==> config.mk <==
export PLATFORM = sky130hd
export DESIGN_NAME = lexicographic_combination_step
export DESIGN_NICKNAME = d
export VERILOG_FILES = /design/src/hdl/lcs_pkg.sv /design/src/hdl/lcs_store.sv /design/src/hdl/lcs_alu.sv /design/src/hdl/lexicographic_combination_step.sv
export SDC_FILE = /design/constraint.sdc
export NUM_CORES = 1
export LEC_CHECK = 0
export ABC_AREA = 1
export BUFFER_PORTS_ARGS = -buffer_cell sky130_fd_sc_hd__buf_2
export CAP_MARGIN = 10
export CORE_AREA = 2 2 130 132
export CTS_CLUSTER_SIZE = 10
export DETAILED_ROUTE_END_ITERATION = 16
export DIE_AREA = 0 0 132 134
export PLACE_DENSITY = 0.68
export SETUP_SLACK_MARGIN = 0.3
export SYNTH_ARGS = -nofsm -noshare
export SYNTH_HDL_FRONTEND = slang
export SYNTH_HIERARCHICAL = 1
export SYNTH_SLANG_ARGS = --single-unit
==> constraint.sdc <==
create_clock -name clock -period 4.4 [get_ports clock]
set_clock_uncertainty 0.15 [all_clocks]
set_input_delay 0.44 -clock clock [delete_from_list [all_inputs] [get_ports clock]]
set_output_delay 0.44 -clock clock [all_outputs]
set_load 0.05 [all_outputs]
==> src/hdl/lcs_pkg.sv <==
package lcs_pkg;

   // Width of one element value and of the configuration write data
   localparam int VAL_W   = 6;
   localparam int POS_W   = 4;
   localparam int SET_W   = 6;
   localparam int SUB_W   = 5;
   localparam int CSR_W   = 1;

   // Configuration register indexes
   typedef enum logic [CSR_W-1:0] {
      CSR_SET_SIZE    = 1'b0,
      CSR_SUBSET_SIZE = 1'b1
   } csr_index_type;

   // Sequencer states
   typedef enum logic [2:0] {
      ST_IDLE,
      ST_LOAD,
      ST_SCAN_RD,
      ST_SCAN_CHK,
      ST_REFILL,
      ST_EMIT_RD,
      ST_EMIT_OUT
   } state_type;

   // Result of the shared compare / increment unit
   typedef struct packed {
      logic             below_ceiling;
      logic [VAL_W-1:0] incremented;
   } alu_res_type;

endpackage

==> src/hdl/lcs_store.sv <==
module lcs_store
   import lcs_pkg::*;
#(
   parameter int DEPTH = 16,
   parameter int IDX_W = 4
) (
   input  logic             clock,
   input  logic             wr_en,
   input  logic [IDX_W-1:0] wr_addr,
   input  logic [VAL_W-1:0] wr_data,
   input  logic [IDX_W-1:0] rd_addr,
   output logic [VAL_W-1:0] rd_data
);

   logic [VAL_W-1:0] mem [DEPTH];
   logic [VAL_W-1:0] rd_data_ff;

   // Write port
   always_ff @(posedge clock) begin
      if (wr_en) begin
         mem[wr_addr] <= wr_data;
      end
   end

   // Registered read port
   always_ff @(posedge clock) begin
      rd_data_ff <= mem[rd_addr];
   end

   assign rd_data = rd_data_ff;

endmodule

==> src/hdl/lcs_alu.sv <==
module lcs_alu
   import lcs_pkg::*;
#(
   parameter int IDX_W = 4
) (
   input  logic [VAL_W-1:0] operand,
   input  logic [SET_W-1:0] set_size,
   input  logic [IDX_W-1:0] position,
   input  logic [IDX_W-1:0] last_position,
   output alu_res_type      result
);

   logic [7:0] ceiling;

   // Ceiling of a position is n - k + 1 + position; k <= n whenever it is used
   assign ceiling = 8'(set_size) + 8'(position) - 8'(last_position);

   assign result.below_ceiling = (8'(operand) < ceiling);
   assign result.incremented   = operand + VAL_W'(1);

endmodule

==> src/hdl/lexicographic_combination_step.sv <==
// Lexicographic k-subset generator. Each accepted request (restart = 1 starts over at 1..k,
// restart = 0 moves to the next subset) produces k response transactions, one per element,
// in position order, each carrying the element value, a last mark and the finished flag.
// After reset, after restart and after the list ran out, the request loads 1..k; when no
// further subset exists the flag is set and the subset is repeated unchanged. All work runs
// through one element store with a registered read port and one shared compare/increment
// unit. Loading 1..k writes the elements in position order; an advance reads and checks
// elements from the last one backwards, bumps the first one below its ceiling and refills
// the tail after it with successive values; a request with k above n skips the advance.
// Each element is then read and emitted; emission holds while the response side is not ready.
// The block takes no request until the last element has been taken.
// Configuration writes are always ready and must only occur while the block is idle.
module lexicographic_combination_step
   import lcs_pkg::*;
#(
   parameter int MAX_SUBSET = 16,
   parameter int MAX_SET    = 63
) (
   input  logic             clock,
   input  logic             reset,
   input  logic             req_valid,
   output logic             req_ready,
   input  logic             req_restart,
   output logic             rsp_valid,
   input  logic             rsp_ready,
   output logic [POS_W-1:0] rsp_element_position,
   output logic [VAL_W-1:0] rsp_element_value,
   output logic             rsp_last_element,
   output logic             rsp_finished,
   input  logic             csr_valid,
   output logic             csr_ready,
   input  logic [CSR_W-1:0] csr_index,
   input  logic [VAL_W-1:0] csr_wdata
);

   localparam int         IDX_W = (MAX_SUBSET > 1) ? $clog2(MAX_SUBSET) : 1;
   localparam logic [6:0] MAX_K = 7'(MAX_SUBSET);
   localparam logic [7:0] MAX_N = 8'(MAX_SET);

   state_type        state_ff, state_in;
   logic [IDX_W-1:0] idx_ff, idx_in;
   logic [IDX_W-1:0] k_last_ff, k_last_in;
   logic [SET_W-1:0] n_ff, n_in;
   logic             kgtn_ff, kgtn_in;
   logic             flag_ff, flag_in;
   logic [VAL_W-1:0] val_ff, val_in;
   logic [SET_W-1:0] set_size_ff;
   logic [SUB_W-1:0] subset_size_ff;

   logic [6:0]       k_sat;
   logic [SET_W-1:0] n_sat;
   logic [IDX_W-1:0] k_last_sat;
   logic             k_gt_n;

   logic             mem_we;
   logic [VAL_W-1:0] rd_data;
   logic [VAL_W-1:0] alu_a;
   alu_res_type      alu_res;
   logic             at_last;

   // Configuration registers
   assign csr_ready = 1'b1;

   always_ff @(posedge clock) begin
      if (reset) begin
         set_size_ff    <= SET_W'(8);
         subset_size_ff <= SUB_W'(3);
      end else if (csr_valid && csr_ready) begin
         unique case (csr_index_type'(csr_index))
            CSR_SET_SIZE:    set_size_ff    <= csr_wdata;
            CSR_SUBSET_SIZE: subset_size_ff <= csr_wdata[SUB_W-1:0];
            default: ;
         endcase
      end
   end

   // Clamp n and k to the supported range
   assign k_sat      = (7'(subset_size_ff) > MAX_K) ? MAX_K : 7'(subset_size_ff);
   assign n_sat      = (8'(set_size_ff) > MAX_N) ? MAX_N[SET_W-1:0] : set_size_ff;
   assign k_last_sat = IDX_W'(k_sat - 7'd1);
   assign k_gt_n     = (k_sat > 7'(n_sat));
   assign at_last    = (idx_ff == k_last_ff);

   lcs_store #(
      .DEPTH (MAX_SUBSET),
      .IDX_W (IDX_W)
   ) u_store (
      .clock   (clock),
      .wr_en   (mem_we),
      .wr_addr (idx_ff),
      .wr_data (alu_res.incremented),
      .rd_addr (idx_ff),
      .rd_data (rd_data)
   );

   lcs_alu #(
      .IDX_W (IDX_W)
   ) u_alu (
      .operand       (alu_a),
      .set_size      (n_ff),
      .position      (idx_ff),
      .last_position (k_last_ff),
      .result        (alu_res)
   );

   // State and working registers
   always_ff @(posedge clock) begin
      if (reset) begin
         state_ff <= ST_IDLE;
         flag_ff  <= 1'b1;
      end else begin
         state_ff <= state_in;
         flag_ff  <= flag_in;
      end
   end

   always_ff @(posedge clock) begin
      idx_ff    <= idx_in;
      k_last_ff <= k_last_in;
      n_ff      <= n_in;
      kgtn_ff   <= kgtn_in;
      val_ff    <= val_in;
   end

   // Sequencer
   always_comb begin
      state_in  = state_ff;
      idx_in    = idx_ff;
      k_last_in = k_last_ff;
      n_in      = n_ff;
      kgtn_in   = kgtn_ff;
      flag_in   = flag_ff;
      val_in    = val_ff;
      mem_we    = 1'b0;
      alu_a     = rd_data;
      req_ready = 1'b0;
      rsp_valid = 1'b0;

      unique case (state_ff)
         ST_IDLE: begin
            req_ready = 1'b1;
            if (req_valid) begin
               n_in      = n_sat;
               k_last_in = k_last_sat;
               kgtn_in   = k_gt_n;
               if (k_sat == 7'd0) begin
                  // empty subset: no transactions
                  flag_in = 1'b1;
               end else if (req_restart || flag_ff) begin
                  idx_in   = '0;
                  state_in = ST_LOAD;
               end else if (k_gt_n) begin
                  flag_in  = 1'b1;
                  idx_in   = '0;
                  state_in = ST_EMIT_RD;
               end else begin
                  idx_in   = k_last_sat;
                  state_in = ST_SCAN_RD;
               end
            end
         end

         ST_LOAD: begin
            // write position + 1
            alu_a  = VAL_W'(idx_ff);
            mem_we = 1'b1;
            if (at_last) begin
               flag_in  = kgtn_ff;
               idx_in   = '0;
               state_in = ST_EMIT_RD;
            end else begin
               idx_in = idx_ff + IDX_W'(1);
            end
         end

         ST_SCAN_RD: begin
            state_in = ST_SCAN_CHK;
         end

         ST_SCAN_CHK: begin
            if (alu_res.below_ceiling) begin
               // bump this element, then refill the tail
               mem_we = 1'b1;
               val_in = alu_res.incremented;
               if (at_last) begin
                  idx_in   = '0;
                  state_in = ST_EMIT_RD;
               end else begin
                  idx_in   = idx_ff + IDX_W'(1);
                  state_in = ST_REFILL;
               end
            end else if (idx_ff == '0) begin
               // nothing can move: list exhausted
               flag_in  = 1'b1;
               state_in = ST_EMIT_RD;
            end else begin
               idx_in   = idx_ff - IDX_W'(1);
               state_in = ST_SCAN_RD;
            end
         end

         ST_REFILL: begin
            alu_a  = val_ff;
            mem_we = 1'b1;
            val_in = alu_res.incremented;
            if (at_last) begin
               idx_in   = '0;
               state_in = ST_EMIT_RD;
            end else begin
               idx_in = idx_ff + IDX_W'(1);
            end
         end

         ST_EMIT_RD: begin
            state_in = ST_EMIT_OUT;
         end

         ST_EMIT_OUT: begin
            rsp_valid = 1'b1;
            if (rsp_ready) begin
               if (at_last) begin
                  state_in = ST_IDLE;
               end else begin
                  idx_in   = idx_ff + IDX_W'(1);
                  state_in = ST_EMIT_RD;
               end
            end
         end

         default: begin
            state_in = ST_IDLE;
         end
      endcase
   end

   // Response payload comes straight from registers
   assign rsp_element_position = POS_W'(idx_ff);
   assign rsp_element_value    = rd_data;
   assign rsp_last_element     = at_last;
   assign rsp_finished         = flag_ff;

endmodule
==> flow_summary_export.csv, run 1 <==
group,metric,value,unit
clocking,clockBufferDepth,2,
worst_setup_path,crit_path_start_kind,"flip-flop",
timing,tns,0,ns
global_routing,grt_max_degree,59,
timing,hold_ws,0.0806,ns
synthesis,synthTopCellsByCount,"nand2_1, inv_1, edfxtp_1",
placement,hpwl,10.4,mm
synthesis,syn_area,7030,um2
clocking,cts.sinks,138,
timing,setup_viol,0,
synthesis,syn_nets,814,
timing,rsz0062_at_grt,"true",
routing,vias,5185,
power,power_leakage,3.62,nW
global_routing,busiest_layer,"met2",
synthesis,synth_top_family_by_area,"simple AND/OR/NAND/NOR gates",
floorplan,num_rows,47,
job,max_cap_violations,0,
placement,portBuffers,26,
global_routing,grt_usage,18.2,%
synthesis,async_reset_ff_share,0,%
timing,relSlewSlack,42.5,%
clocking,clkTransAtPathRegs,0.06,ns
floorplan,pin_count,28,
synthesis,synth_most_common_cell,"nand2_1",
synthesis,synth_seq_cells,138,
power,max-vdd-ir-drop,520,uV
routing,final_antenna_net_count,0,
hold_path,hold_path_class,"in -> reg",
routing,drtPass1Iterations,5,
synthesis,synth_area_per_cell,9.06,um2
timing,min_period,3.88,ns
global_routing,met2_usage,29.7,%
global_routing,grt_pass1_wl,24.8,mm
routing,remaining_drc_errors,0,
synthesis,yosysSeqAreaShare,55.9,%
clocking,cts-root-buf,"clkbuf_16",
final_layout,n_antenna_cell,0,
floorplan,core_area,16300,um2
worst_setup_path,cp_max_fo,6,
global_routing,grt_overflow,0,
synthesis,yosysWarnings,6,
timing,hold_viol_final,0,
timing,worst_pin_slew,0.859,ns
synthesis,syn_inst,776,
timing,drv_slew,0,
routing,wl,15.5,mm
clocking,cts_tree,"done",
worst_setup_path,cp_data_arrival_time,3.84,ns
routing,avgViaCountPerCell,4.96,
synthesis,synthSimpleGateAreaFrac,24.5,%
synthesis,synth_top_area_share,49.9,%
clocking,hold_buffers,0,
timing,fin_crit_sh,88.2,%
final_layout,fin_nets,850,
routing,first_iter_violations,432,
worst_setup_path,crit_required,4.35,ns
worst_setup_path,worstSetupPathType,"reg -> reg",
status,outcome,"complete, no violations",
routing,detail_route.wl_per_cell,14.8,um
synthesis,synth_edf_count,117,
synthesis,synthXorXnorAreaFrac,1.99,%
final_layout,areaGrowthSynthToFinish,15.6,%
placement,place_congestion,0.837,
synthesis,synth_ff_type,"edfxtp_1",
floorplan,die_w,132,um
synthesis,synth_compound_area_share,3.70,%
clocking,htreeDepth,4,
global_routing,grt_pass1_vias,4906,
synthesis,synth_adder_area_share,4.66,%
timing,fmax,0.258,GHz
floorplan,initial_utilization,43.2,%
final_layout,final_layout_size_suffix_gt1_share,15.2,%
global_routing,grtUsageMet1,22.9,%
floorplan,die_h,134,um
worst_setup_path,cp-end-kind,"flip-flop",
clocking,clk_latency,0.42,ns
synthesis,synth_cell_type_count,34,
global_routing,antenna_found_initial,0,
clocking,numCtsBuffers,17,
synthesis,post-synth-top-area-cell,"edfxtp_1",
power,powerDensity,851,nW/um2
synthesis,ys_top_cells_by_area,"edfxtp_1, nand2_1, nand3_1",
synthesis,synthMuxAreaShare,0,%
floorplan,die-area,17700,um2
global_routing,met3_usage,4.35,%
==> timing repair <==
action | in CTS | in global routing
endpoints found under the setup margin | 0 | 102
buffers inserted | 0 | 3
resized for setup | 0 | 25
endpoints found under the hold margin | 0 | 0
==> worst max-delay path, stage by stage, from the launching register on <==
cell      delay (ns)
edfxtp_1        0.39
ha_2            0.22
fa_2            0.35
xor2_1          0.18
ha_1            0.36
a21oi_2         0.17
o21ai_2         0.08
xnor2_1         0.13
ha_1            0.29
a21oi_1         0.14
nand2_1         0.06
nand2_1         0.05
nand2_1         0.04
nand2_1         0.05
nand2_1         0.06
nand3_2         0.10
nand2_4         0.09
nand2_4         0.11
nand3b_1        0.16
buf_6           0.19
nor2_4          0.20
==> stage by stage <==
| stage | instance area (um2) | instances | utilization, % | setup slack (ns) | total power [mW] |
|---|---|---|---|---|---|
| finish | 8130 | 1045 | 49.9 | 0.517 | 6.92 |
| global route | 8130 | 1045 | 49.9 | 0.289 | 7.38 |
| CTS | 8000 | 1042 | 49.1 | 0.314 | 6.83 |
| detailed placement | 7430 | 1010 | 45.6 | 0.323 | 5.43 |
| global placement | 7430 | 1010 | 45.6 | 0.397 | 5.41 |
| floorplan | 7070 | 776 | - | 0.261 | 4.45 |
==> power breakdown <==
| group | switching (mW) | internal (mW) |
|---|---|---|
| registers | 0.123 | 2.06 |
| clock network | 0.545 | 0.838 |
| logic | 2.40 | 0.958 |
| total | 3.07 | 3.85 |
==> flip-flops by register name, indices dropped and copies added, names as in the netlist <==
name,count
rsp_element_position,4
rsp_finished,1
u_store/mem,96
k_last_ff,4
val_ff,6
n_ff,6
state_ff,3
subset_size_ff,5
n_sat,6
u_store/rd_data,6
kgtn_ff,1
==> layer usage <==
metal  routed length [um]  up-vias
met2                 7380      194
met5                    0        -
met3                  998       31
li1                     -     2587
met1                 6680     2373
met4                  436        0
==> area by class of cell <==
| type | count | area (um2) |
|---|---|---|
| fill | 1500 | 8160 |
| clock inverter | 13 | 141 |
| sequential | 138 | 3930 |
| multi-input combinational | 478 | 2600 |
| timing repair buffer | 38 | 224 |
| tap | 220 | 275 |
| clock buffer | 19 | 433 |
| inverter | 139 | 524 |
==> final timing paths <==
path	slack (ns)	to	cells after the start	start
worst max register to register	0.52	u_store/mem[10][2]	20	rsp_element_position[0]
worst min-delay path	0.08	state_ff[1]	2	reset
worst max-delay path	0.52	u_store/mem[10][2]	20	rsp_element_position[0]
worst min register to register	0.28	n_ff[1]	0	n_sat[1]
==> cells in the final DEF (no fill, tap or decap), types with 10 or more instances in the layout <==
cell type and instances:
ha_1 21, o21ai_0 13, nor2_4 15, xor2_1 13, inv_1 129, dfxtp_1 21, buf_2 26, nand3_1 100
nand2_1 218, edfxtp_1 117, clkbuf_16 17, nor2_1 24, nand2_2 10, a21oi_1 14, buf_4 11
==> logic make-up (layout without fill, tap and decap cells) <==
| kind of cell | after synthesis | count (layout) |
|---|---|---|
| compound gates | 44 | 44 |
| xor+xnor | 16 | 16 |
| fa+ha+maj | 25 | 25 |
| buf+inv | 160 | 209 |
| flops | 138 | 138 |
| other cells | 1 | 1 |
| simple gates | 392 | 392 |
Note: power is estimated with default switching activity, not from simulation.
==> run 2, diff against run 1 <==
--- a/config.mk
+++ b/config.mk
@@ -6,14 +6,14 @@
 export NUM_CORES = 1
 export LEC_CHECK = 0
 export ABC_AREA = 1
+export ABC_CLOCK_PERIOD_IN_PS = 4400
 export BUFFER_PORTS_ARGS = -buffer_cell sky130_fd_sc_hd__buf_2
 export CAP_MARGIN = 10
-export CORE_AREA = 2 2 130 132
+export CORE_AREA = 5 5 133 135
 export CTS_CLUSTER_SIZE = 10
 export DETAILED_ROUTE_END_ITERATION = 16
-export DIE_AREA = 0 0 132 134
+export DIE_AREA = 0 0 138 140
 export PLACE_DENSITY = 0.68
-export SETUP_SLACK_MARGIN = 0.3
 export SYNTH_ARGS = -nofsm -noshare
 export SYNTH_HDL_FRONTEND = slang
 export SYNTH_HIERARCHICAL = 1
==> run 2 against run 1 <==
  * Via count is 2.8% lower
  * Non-clock buffer count is 1 lower
  * Global-route usage is 2.0 points lower
==> flow_summary_export.csv, run 2 (synthesized netlist as in run 1, its figures left out) <==
group,metric,value,unit
floorplan,core_area,16300,um2
worst_setup_path,crit_required,4.31,ns
floorplan,die_w,138,um
routing,vias,5042,
job,max_cap_violations,0,
worst_setup_path,crit_slowest_cell,"fa_1",
timing,fmax,0.244,GHz
power,clkPwrFrac,20.2,%
global_routing,grt_usage,16.2,%
floorplan,initial_utilization,43.0,%
hold_path,hold_path_class,"in -> reg",
global_routing,grt_max_degree,59,
clocking,clkTransAtPathRegs,0.06,ns
floorplan,num_rows,47,
clocking,clockBufferDepth,2,
placement,place_congestion,0.856,
routing,avgViaCountPerCell,4.83,
worst_setup_path,regToRegSetupSlack,0.31,ns
timing,fin_crit_sh,93.0,%
worst_setup_path,crit_chain,"ha_1 > fa_1 > xor2_1 > ha_1 > a21oi_1 > o21ai_1 > xnor2_1 > ha_1 > a21oi_1 > nand2_1 > nand2_1 > nand2_1 > nand2_1 > nand2_1 > nand3_2 > nand2_2 > nand2_2 > nand2_1 > nor2_1",
worst_setup_path,cp_max_fo,6,
power,pwr-share-comb,47.8,%
worst_setup_path,cp.buffers_inverters,0,
placement,portBuffers,26,
placement,hpwl,10.5,mm
final_layout,final-instance-count-excl-fill,1044,
worst_setup_path,cp_slowest_stage_delay,0.41,ns
power,max-vdd-ir-drop,367,uV
final_layout,areaGrowthSynthToFinish,14.7,%
final_layout,layout_commonest_cell,"nand2_1",
status,outcome,"complete, no violations",
placement,dpl-instance-area,7390,um2
global_routing,antenna_found_initial,0,
timing,setup_viol,0,
routing,wl,15.3,mm
hold_path,holdPathEnd,"state_ff[1]",
power,fin_total_pwr,6.80,mW
final_layout,largest_reg_flops,96,
final_layout,regMostFlops,"u_store/mem",
timing,hold_ws,0.0960,ns
worst_setup_path,rr_worst_depth,19,
worst_setup_path,reg2reg_to,"u_store/mem[3][0]",
clocking,numCtsBuffers,17,
routing,final_antenna_net_count,0,
worst_setup_path,worstSetupPathType,"reg -> reg",
timing,relSlewSlack,42.9,%
routing,drtPass1Iterations,5,
power,p_sw_share,44.1,%
timing,final_critical_path_setup_slack,0.309,ns
power,internal_power,3.80,mW
timing,hold_viol_final,0,
power,seq_power_share,32.0,%
worst_setup_path,cp-end-kind,"flip-flop",
final_layout,postLayoutCellArea,8070,um2
power,powerDensity,843,nW/um2
clocking,cts_tree,"done",
final_layout,final_cell_mix,"nand2_1, inv_1, edfxtp_1",
clocking,htreeDepth,4,
hold_path,hold_start,"reset",
clocking,clk_latency,0.42,ns
timing,rsz0062_at_grt,"true",
floorplan,die_h,140,um
clocking,cts.sinks,138,
global_routing,grt_overflow,0,
power,power_leakage,3.62,nW
worst_setup_path,crit_path_start_kind,"flip-flop",
timing,tns,0,ns
worst_setup_path,critPathTopFamily,"adder cells",
routing,remaining_drc_errors,0,
timing,min_period,4.09,ns
clocking,hold_buffers,0,
final_layout,final_layout_size_suffix_gt1_share,14.0,%
final_layout,n_antenna_cell,0,
final_layout,final_util,49.4,%
floorplan,die-area,19300,um2
clocking,cts-root-buf,"clkbuf_16",
global_routing,grt_pass1_wl,24.6,mm
placement,dp_worst_setup_slack,0.121,ns
worst_setup_path,path_common_cell,"nand2_1",
worst_setup_path,cp_data_arrival_time,4.00,ns
floorplan,pin_count,28,
global_routing,grt_pass1_vias,4863,
final_layout,fin_nets,849,
routing,detail_route.wl_per_cell,14.6,um
timing,worst_pin_slew,0.853,ns
worst_setup_path,r2r_start,"rsp_element_position[0]",
timing,drv_slew,0,
placement,placedCellCount,1010,
routing,first_iter_violations,394,
power,switchingPower,3.00,mW
hold_path,min_path_cells,2,
## run 2: what timing repair did
action,4_1_cts,5_1_grt
buffers inserted,0,2
resized for setup,0,23
endpoints found under the setup margin,0,96
## run 2: metal layers
metal | wire length, um | up-vias | global-route usage, % | share of wire, %
li1 | - | 2580 | - | -
met4 | 328 | 0 | 7.80 | 2.1
met2 | 7300 | 145 | 26.5 | 48
met5 | 0 | - | 0 | 0
met3 | 873 | 24 | 3.82 | 5.7
met1 | 6760 | 2293 | 20.3 | 44
## run 2: area by class of cell
| type | instances | area [um2] |
|---|---|---|
| inverter | 139 | 524 |
| clock buffer | 21 | 472 |
| multi-input combinational | 478 | 2540 |
| clock inverter | 11 | 113 |
| fill | 1559 | 8280 |
| tap | 220 | 275 |
| sequential | 138 | 3930 |
| timing repair buffer | 37 | 213 |
## run 2: worst max path at each step
| stage | endpoint | cells after the start | startpoint | slack (ns) |
|---|---|---|---|---|
| 6_report | u_store/mem[3][0] | 19 | rsp_element_position[0] | 0.31 |
| 3_3_place_gp | u_store/mem[12][3] | 21 | rsp_element_position[0] | 0.30 |
| 2_1_floorplan | rsp_element_position[0] | 19 | rsp_element_position[0] | 0.06 |
| 3_5_place_dp | u_store/mem[15][2] | 19 | rsp_element_position[0] | 0.12 |
| 4_1_cts | u_store/mem[15][5] | 19 | rsp_element_position[0] | 0.11 |
| 5_1_grt | u_store/mem[3][4] | 19 | rsp_element_position[0] | -0.04 |
## run 2: power by group through the flow
| stage | clock network, mW | logic (mW) | registers, mW |
|---|---|---|---|
| 6_report | 1.37 | 3.25 | 2.17 |
| 5_1_grt | 1.45 | 3.64 | 2.20 |
| 4_1_cts | 1.39 | 3.23 | 2.18 |
| 3_5_place_dp | 0 | 3.22 | 2.20 |
| 3_3_place_gp | 0 | 3.20 | 2.20 |
| 2_1_floorplan | 0 | 2.07 | 2.36 |
==> run 3, diff against run 2 <==
--- a/config.mk
+++ b/config.mk
@@ -9,11 +9,11 @@
 export ABC_CLOCK_PERIOD_IN_PS = 4400
 export BUFFER_PORTS_ARGS = -buffer_cell sky130_fd_sc_hd__buf_2
 export CAP_MARGIN = 10
-export CORE_AREA = 5 5 133 135
+export CORE_AREA = 5 5 122 124
 export CTS_CLUSTER_SIZE = 10
 export DETAILED_ROUTE_END_ITERATION = 16
-export DIE_AREA = 0 0 138 140
-export PLACE_DENSITY = 0.68
+export DIE_AREA = 0 0 127 129
+export PLACE_DENSITY = 0.78
 export SYNTH_ARGS = -nofsm -noshare
 export SYNTH_HDL_FRONTEND = slang
 export SYNTH_HIERARCHICAL = 1
==> run 3 against run 2 <==
  * Critical path depth rose by 2
  * Cell area shrank 1.3%
  * Utilization grew 8.9 points
  * Final cell count is 4.0% lower
  * Hold slack lost 0.018 ns
  * Largest cell class unchanged
  * Highest routed layer unchanged
  * Total power grew 0.36%
  * Wire length down 0.51%
  * Worst setup slack lost 0.16 ns
  * Clock power increased by 4%
==> flow_summary_export.csv, run 3 (synthesized netlist as in run 1, its figures left out) <==
group,metric,value,unit
floorplan,core_area,13700,um2
global_routing,antenna_found_initial,0,
global_routing,grt_overflow,0,
timing,setup_viol,0,
clocking,clkTransAtPathRegs,0.06,ns
floorplan,initial_utilization,51.5,%
placement,dpl-instance-area,7340,um2
routing,avgViaCountPerCell,5.19,
floorplan,num_rows,43,
routing,drtPass1Iterations,6,
power,powerDensity,857,nW/um2
power,fin_total_pwr,6.82,mW
routing,detail_route.wl_per_cell,15.2,um
clocking,post_cts_buffers,0,
hold_path,hold_start,"reset",
routing,first_iter_violations,409,
final_layout,n_antenna_cell,0,
clocking,cts.sinks,138,
worst_setup_path,worstSetupPathType,"reg -> reg",
floorplan,die_w,127,um
floorplan,die_h,129,um
clocking,cts-root-buf,"clkbuf_16",
worst_setup_path,crit_required,4.32,ns
placement,portBuffers,26,
timing,hold_viol_final,0,
final_layout,final_layout_size_suffix_gt1_share,13.7,%
routing,wl,15.2,mm
worst_setup_path,cp-end-kind,"flip-flop",
global_routing,grt_usage,19.7,%
worst_setup_path,cp_data_arrival_time,4.17,ns
clocking,numCtsBuffers,17,
final_layout,final_cell_mix,"nand2_1, inv_1, edfxtp_1",
timing,worst_pin_slew,1.04,ns
worst_setup_path,crit_path_start_kind,"flip-flop",
floorplan,pin_count,28,
power,max-vdd-ir-drop,413,uV
job,max_cap_violations,0,
hold_path,hold_path_class,"in -> reg",
placement,place_congestion,0.880,
worst_setup_path,r2r_start,"rsp_element_position[0]",
placement,hpwl,10.2,mm
timing,min_period,4.26,ns
final_layout,fin_nets,847,
floorplan,die-area,16400,um2
clocking,cts_tree,"done",
status,outcome,"complete, no violations",
final_layout,layout_commonest_cell,"nand2_1",
timing,drv_slew,0,
final_layout,postLayoutCellArea,7970,um2
routing,remaining_drc_errors,0,
clocking,cts.repair.resized,0,
clocking,clk_latency,0.43,ns
global_routing,grt_pass1_vias,4972,
global_routing,grt_pass1_wl,24.6,mm
final_layout,largest_reg_flops,96,
worst_setup_path,cp_max_fo,6,
power,power_leakage,3.60,nW
routing,vias,5200,
timing,fmax,0.235,GHz
clocking,htreeDepth,4,
worst_setup_path,critical_path.startpoint,"rsp_element_position[0]",
clocking,clockBufferDepth,2,
clocking,hold_buffers,0,
final_layout,areaGrowthSynthToFinish,13.2,%
global_routing,grt_max_degree,59,
routing,final_antenna_net_count,0,
timing,rsz0062_at_grt,"true",
timing,relSlewSlack,30.7,%
timing,fin_crit_sh,96.7,%
final_layout,regMostFlops,"u_store/mem",
## run 3: cell count changes in the layout (fill, tap and decap cells not counted), sizes merged
cell      before  now
clkbuf        21   18
clkinv         7    1
inv          141  145
bufinv         1    2
clkinvlp       1    5
buf           37   35
## run 3: final timing paths
kind,cells after the start,slack [ns],end
worst min register to register,0,0.28,n_ff[2]
worst max register to register,21,0.14,u_store/mem[15][3]
worst max-delay path,21,0.14,u_store/mem[15][3]
worst min-delay path,2,0.08,state_ff[1]
## run 3: layout make-up
cell class / instances / area [um2]
fillers: 1155 / 5700
flip-flops and latches: 138 / 3930
multi-input cells: 478 / 2490
inverters: 139 / 524
clock buffers: 18 / 439
well taps: 180 / 225
repair buffers: 35 / 198
clock inverters: 14 / 159
## run 3: routing by layer
metal	share of wire (%)	wire length (um)	track usage, %
met5	0	0	0
met3	7.5	1140	4.77
met2	49	7410	33.2
met4	3.7	563	11.2
met1	40	6070	23.1
## run 3: critical path, cell delays in order (launching register included)
cell	delay [ns]
edfxtp_1	0.39
ha_1	0.24
fa_1	0.41
xor2_1	0.18
ha_1	0.35
nand2_1	0.09
o21ai_1	0.21
xnor2_1	0.15
ha_1	0.26
nand2_1	0.08
inv_1	0.04
nand2_1	0.05
nand2_1	0.04
nand2_1	0.05
nand2_1	0.04
nand2_1	0.05
nand2_1	0.05
nand3_2	0.09
nand2_2	0.10
nand2_1	0.22
nand3_1	0.22
nor2_1	0.45
## run 3: stage by stage
step                setup TNS [ns]  std cells  util (%)  setup WS, ns  hold slack (ns)
global route                 -2.81       1002      58.3        -0.131           0.0866
CTS                              0       1002      58.1         0.183           0.0626
detailed placement               0        970      53.7         0.213            0.269
global placement                 0        970      53.7         0.326            0.264
finish                           0       1002      58.3         0.144           0.0776
floorplan                        0        776         -        0.0582            0.258
## run 3: power breakdown
part           total, mW  switching (mW)  internal [mW]  leakage (nW)
logic               3.23            2.32          0.904          2.08
registers           2.18           0.123           2.06          1.25
clock network       1.42           0.560          0.858         0.277
